$ cat src/rtl/core/pcst_pkg.sv
// ============================================================================
// pcst_pkg
// Types and constants shared by the pointwise convolution and shuffle block.
// ============================================================================
`default_nettype none

package pcst_pkg;

    localparam int DATA_W     = 16;
    localparam int FRAC_W     = 14;
    localparam int ACC_W      = 36;
    localparam int Q_W        = ACC_W - FRAC_W;
    localparam int ROUND_HALF = 1 << (FRAC_W - 1);

    localparam logic [1:0] CMD_WEIGHT = 2'd0;
    localparam logic [1:0] CMD_BIAS   = 2'd1;
    localparam logic [1:0] CMD_SAMPLE = 2'd2;

    localparam logic [0:0] REG_CHANNEL_COUNT = 1'b0;
    localparam logic [0:0] REG_TIME_RATIO    = 1'b1;

    localparam logic [3:0] CHANNEL_COUNT_RST = 4'd4;
    localparam logic [1:0] TIME_RATIO_RST    = 2'd2;

    typedef enum logic [1:0] {
        ST_IDLE,
        ST_ISSUE,
        ST_MAC,
        ST_EMIT
    } t_state;

    typedef struct packed {
        logic load;
        logic add;
        logic mul;
    } t_mac_ctl;

endpackage

`default_nettype wire

$ cat src/rtl/core/pcst_mac.sv
// ============================================================================
// pcst_mac
// Shared multiply-accumulate unit with rounding of Q2.14 weight products and saturation.
// ============================================================================
`default_nettype none

module pcst_mac #(
    parameter int SAMPLE_BITS = 16
) (
    input  wire logic                                  i_clk,
    input  wire pcst_pkg::t_mac_ctl                    i_ctl,
    input  wire logic signed [pcst_pkg::DATA_W-1:0]    i_bias,
    input  wire logic signed [pcst_pkg::DATA_W-1:0]    i_weight,
    input  wire logic signed [pcst_pkg::DATA_W-1:0]    i_sample,
    output logic      signed [pcst_pkg::DATA_W-1:0]    o_result
);

    localparam logic signed [31:0] SAT_HI = (32'sd1 <<< (SAMPLE_BITS - 1)) - 32'sd1;
    localparam logic signed [31:0] SAT_LO = -SAT_HI - 32'sd1;
    localparam int EXT_W = pcst_pkg::ACC_W - pcst_pkg::DATA_W - pcst_pkg::FRAC_W;

    logic signed [2*pcst_pkg::DATA_W-1:0] r_prod;
    logic signed [pcst_pkg::ACC_W-1:0]    r_acc;
    logic signed [pcst_pkg::ACC_W-1:0]    w_round;
    logic signed [pcst_pkg::Q_W-1:0]      w_q;
    logic signed [31:0]                   w_qx;
    logic signed [31:0]                   w_sat;

    always_ff @(posedge i_clk) begin
        if (i_ctl.mul) begin
            r_prod <= i_weight * i_sample;
        end
        if (i_ctl.load) begin
            r_acc <= {{EXT_W{i_bias[pcst_pkg::DATA_W-1]}}, i_bias, {pcst_pkg::FRAC_W{1'b0}}};
        end else if (i_ctl.add) begin
            r_acc <= r_acc + pcst_pkg::ACC_W'(r_prod);
        end
    end

    always_comb begin
        w_round = r_acc + pcst_pkg::ACC_W'(pcst_pkg::ROUND_HALF);
        w_q     = w_round[pcst_pkg::ACC_W-1:pcst_pkg::FRAC_W];
        w_qx    = 32'(w_q);
        if (w_qx > SAT_HI) begin
            w_sat = SAT_HI;
        end else if (w_qx < SAT_LO) begin
            w_sat = SAT_LO;
        end else begin
            w_sat = w_qx;
        end
        o_result = w_sat[pcst_pkg::DATA_W-1:0];
    end

endmodule

`default_nettype wire

$ cat config.mk
export PLATFORM = sky130hd
export DESIGN_NAME = pcst_mac
export DESIGN_NICKNAME = d
export VERILOG_FILES = /design/src/rtl/core/pcst_pkg.sv /design/src/rtl/core/pcst_mac.sv
export SDC_FILE = /design/constraint.sdc
export NUM_CORES = 1
export LEC_CHECK = 0
export BUFFER_PORTS_ARGS = -buffer_cell sky130_fd_sc_hd__buf_2
export CAP_MARGIN = 40
export CORE_MARGIN = 10
export CORE_UTILIZATION = 45
export DETAILED_ROUTE_END_ITERATION = 10
export MAX_ROUTING_LAYER = met4
export SLEW_MARGIN = 15
export SYNTH_ARGS = -nofsm -noshare
export SYNTH_HDL_FRONTEND = slang
export SYNTH_SLANG_ARGS = --single-unit
export TNS_END_PERCENT = 50
$ cat constraint.sdc
create_clock -name i_clk -period 7.9 [get_ports i_clk]
set_clock_uncertainty 0.15 [all_clocks]
set_input_delay 1.58 -clock i_clk [delete_from_list [all_inputs] [get_ports i_clk]]
set_output_delay 1.58 -clock i_clk [all_outputs]
set_load 0.03 [all_outputs]
Yosys cells after proc, flatten, opt, wreduce, memory -nomap -nowiden
Cells that the tools add are included.
{"block": "totals", "wordCells": 13, "reg_bits": 68, "out_inout_bits": 16, "inputBits": 52}
{"block": "op_classes", "mul": 1, "add_sub_neg": 2, "n_reduce_logical": 1, "mux": 4, "magnitude_cmp": 2}
{"op": "$mux W36", "n": 2}
{"op": "$add A36 B15 Y36 const B", "n": 1}
{"op": "$add A36 B32 Y36", "n": 1}
{"op": "$mul A16 B16 Y32", "n": 1}
{"op": "$mux W16", "n": 2}
{"op": "$gt A22 B16 Y1 const B", "n": 1}
{"op": "$lt A22 B16 Y1 const B", "n": 1}
{"op": "$reduce_bool A2 Y1", "n": 1}

Longest topological paths before layout
{"block": "logic_depth", "word_depth": 4, "mapped_depth": 24, "depth_no_buf": 23}

Worst setup path before layout
OpenSTA, ideal clock, no wires.
{"block": "synth_timing", "path_kind": "input -> register", "startpoint": "input i_weight[15] (netlist bit)", "endpoint": "register r_prod[31] (netlist bit) (data pin)", "stages": 21, "setup_slack_ns": 0.030, "setup_time_ns": 0.260, "required_ns": 7.490, "path_buffers": 1, "t_arrival_ns": 7.460, "path_cell_list": "clkbuf_1 -> nand2_1 -> fa_1 -> fa_1 -> inv_1 -> fa_1 -> fa_1 -> fa_1 -> inv_1 -> fa_1 -> inv_1 -> ha_1 -> and4_1 -> and2_1 -> nand2_1 -> a211oi_1 -> o41a_1 -> a31oi_2 -> o21ai_1 -> a21oi_2 -> xnor2_1"}
{"block": "synth_between", "elab_chain_len": 1}
{"element": "from (decl)", "line": "pcst_mac.sv:13", "text": "input wire logic signed [pcst_pkg::DATA_W-1:0] i_weight,"}
{"element": "$mul A16 B16 Y32", "line": "pcst_mac.sv:31", "text": "r_prod <= i_weight * i_sample;"}
{"element": "to (signal assigned)", "line": "pcst_mac.sv:31"}
{"element": "to (decl)", "line": "pcst_mac.sv:22", "text": "logic signed [2*pcst_pkg::DATA_W-1:0] r_prod;"}
Every way passes these cells.
A chain may end at the register's enable or synchronous reset.

Final worst setup path
{"block": "layout_timing", "startpoint": "input i_weight[15] (netlist bit)", "endpoint": "register r_prod[29] (netlist bit) (data pin)"}
The elaborated chain is that of the path after synthesis.

==> flow_summary.yaml <==
setup_path:
  r2r_start: "r_prod[7]$_DFFE_PP_"
  critPathRequiredTime_ns: 7.84
  r2r_slack_ns: 4.73
  worstSetupPathType: "in2reg"
  crit_path_end_kind: "register"
  start_kind: "input port"
  rr_endpoint: "r_acc[27]$_DFFE_PP_"
  ff2ff_path_depth: 10
  critPathArrivalTime_ns: 7.40
  critical_path.max_fanout: 7
  critPathLaunch: "i_weight[15]"
  critPathCapture: "r_prod[29]$_DFFE_PP_"
sta:
  setup_tns_ns: 0
  post-route-min-period_ns: 7.46
  fmax_ghz: 0.134
  rsz0062_at_grt: "false"
  relSlewSlack_pct: 56.0
  hold_violations: 0
  slew_viol_final: 0
  finalCritPeriodShare_pct: 94.5
  tightest_slew_ns: 0.660
  setup_viol: 0
route:
  avgRoutedWirePerCell_um: 16.2
  routed_wirelength_mm: 33.2
  via_count: 10384
  drt_iter0_drc: 611
  drc_errors: 0
  drtPass1Iterations: 5
  viasPerCell: 5.07
  ant_nets: 0
clock_tree:
  htreeDepth: 3
  cts_buffers: 9
  path_clk_slew_ns: 0.06
  cts_tree: "built"
  cts_root_buf: "clkbuf_16"
  postCtsSetupBuffers: 0
  clkSinkCount: 68
  cts_max_path_buffers: 2
  clk_latency_ns: 0.34
synth:
  synth_cells: 1575
  synth_warnings: 0
  synthTopCellsByArea: "fa_1 (37%), edfxtp_1 (11%), ha_1 (10%), inv_1 (8.6%), and2_1 (5.0%)"
  yosys-top-cells-count: "inv_1 (328), fa_1 (263), nand2_1 (188)"
  ys_seq_elements: 68
  synth_top_area_share_pct: 36.6
  syn-cell-area_um2: 14400
  synth_most_common_cell: "inv_1"
  synthArstFlopShare_pct: 0
  synth_fp_nets: 2008
  synth_edf_count: 54
  synth_area_per_cell_um2: 9.13
  synth-main-ff-cell: "edfxtp_1"
  ys_types: 64
  synth_seq_area_share_pct: 13.2
  yosysTopAreaCell: "fa_1"
layout:
  diodes: 0
  fin_nets: 2075
  finalNonFillerCells: 2049
  final_cell_area_um2: 15600
  syn2layout_area_growth_pct: 8.75
  drive_above_1_share_pct: 8.08
global_routing:
  grt_pass1_vias: 10918
  grt_pass1_wl_mm: 56.0
  grtUsageTotal_pct: 17.9
  grt_max_degree: 33
  overflow: 0
  grt_antenna_before_repair: 0
min_path:
  min_from: "r_acc[6]$_SDFFE_PP0P_"
  whs_path_depth: 2
  hp-class: "reg2reg"
die:
  pin_count: 68
  core_area_um2: 31600
  rows: 65
  dieArea_um2: 39500
  die_h_um: 199
  die_x_um: 199
  initial_core_util_pct: 45.6
placed_design:
  dp.final_hpwl_mm: 28.2
  io_buffers: 67
  gp_congestion: 0.934
  post_dp_cell_area_um2: 15300
  dp.cells: 2033
job:
  cap_violations: 0
status:
  outcome: "finished clean"
## registers in the layout, summed over array words and instances, names as in the netlist
signal,cells
r_acc,36
r_prod,32
## logic make-up (layout without fill, tap and decap cells)
logic type | Yosys count | in the layout | synth area share [%]
mux | 8 | 8 | 0.557
flops | 68 | 68 | 13.2
compound gates | 214 | 214 | 9.52
fa+ha+maj | 381 | 381 | 46.9
simple gates | 454 | 454 | 15.4
xor+xnor | 77 | 77 | 4.69
buf+inv | 373 | 445 | 9.75
## per-layer routing
metal  routed length [um]  vias to the layer above  global-route usage, %
met1                16700                     5049                   25.6
met5                    0                        -                      -
li1                     -                     5060                      -
met2                14600                      254                   27.3
met4                  271                        0                   2.83
met3                 1610                       21                   2.33
## how the worst min path moves through the flow
stage / endpoint / slack [ns]
floorplan: r_acc[11]$_SDFFE_PP0P_ / 0.28
global route: r_acc[9]$_SDFFE_PP0P_ / 0.36
detailed placement: r_acc[9]$_SDFFE_PP0P_ / 0.31
finish: r_acc[6]$_SDFFE_PP0P_ / 0.32
global placement: r_acc[11]$_SDFFE_PP0P_ / 0.29
CTS: r_acc[6]$_SDFFE_PP0P_ / 0.32
## metrics by stage
stage               util, %  hold WS, ns  setup WS, ns
CTS                    49.6        0.320         0.380
global placement       48.5        0.292         0.129
finish                 49.6        0.317         0.438
floorplan                 -        0.279        0.0303
global route           49.6        0.360         0.101
detailed placement     48.6        0.306      0.000763
## area by class of cell
class	instances	area (um2)
clock inverter	7	81.3
clock buffer	9	225
fill	3062	15900
tap	402	503
sequential	68	1900
multi-input combinational	1134	11100
inverter	328	1230
timing repair buffer	101	618
## placed cells by master (no fill, tap or decap), drive strengths merged, types with 9 or more instances in the layout
master | synthesis | layout
a21o | 24 | 24
xor2 | 26 | 26
inv | 328 | 331
a211oi | 10 | 10
o21bai | 10 | 10
fa | 263 | 263
nor2 | 63 | 63
nand4 | 10 | 10
a21oi | 60 | 60
o21ai | 64 | 64
dfxtp | 14 | 14
nand2b | 11 | 11
xnor2 | 51 | 51
nand2 | 188 | 188
ha | 118 | 118
nand3 | 23 | 23
clkbuf | 41 | 9
edfxtp | 54 | 54
and2 | 116 | 116
and3 | 13 | 13
buf | 4 | 101
## repair_timing
action | CTS | global route
resized for setup | 0 | 1
hold buffers | 0 | 0
endpoints found under the setup margin | 0 | 1
## worst max-delay path: stages
cell and delay [ns]:
buf_2 0.16, nand2_1 0.14, buf_4 0.14, inv_1 0.05, fa_1 0.52, inv_1 0.06
fa_1 0.46, fa_1 0.60, fa_1 0.49, fa_1 0.52, fa_1 0.54, inv_1 0.04
ha_1 0.35, a211o_1 0.27, a21oi_1 0.21, a211oi_1 0.15, o41a_1 0.44, a31oi_2 0.28
o21bai_1 0.09, a21oi_1 0.21, xnor2_1 0.09
Power is left out: the tool's default activity adds up to more than one toggle a clock period on the data nets, which glitch-free logic cannot reach.
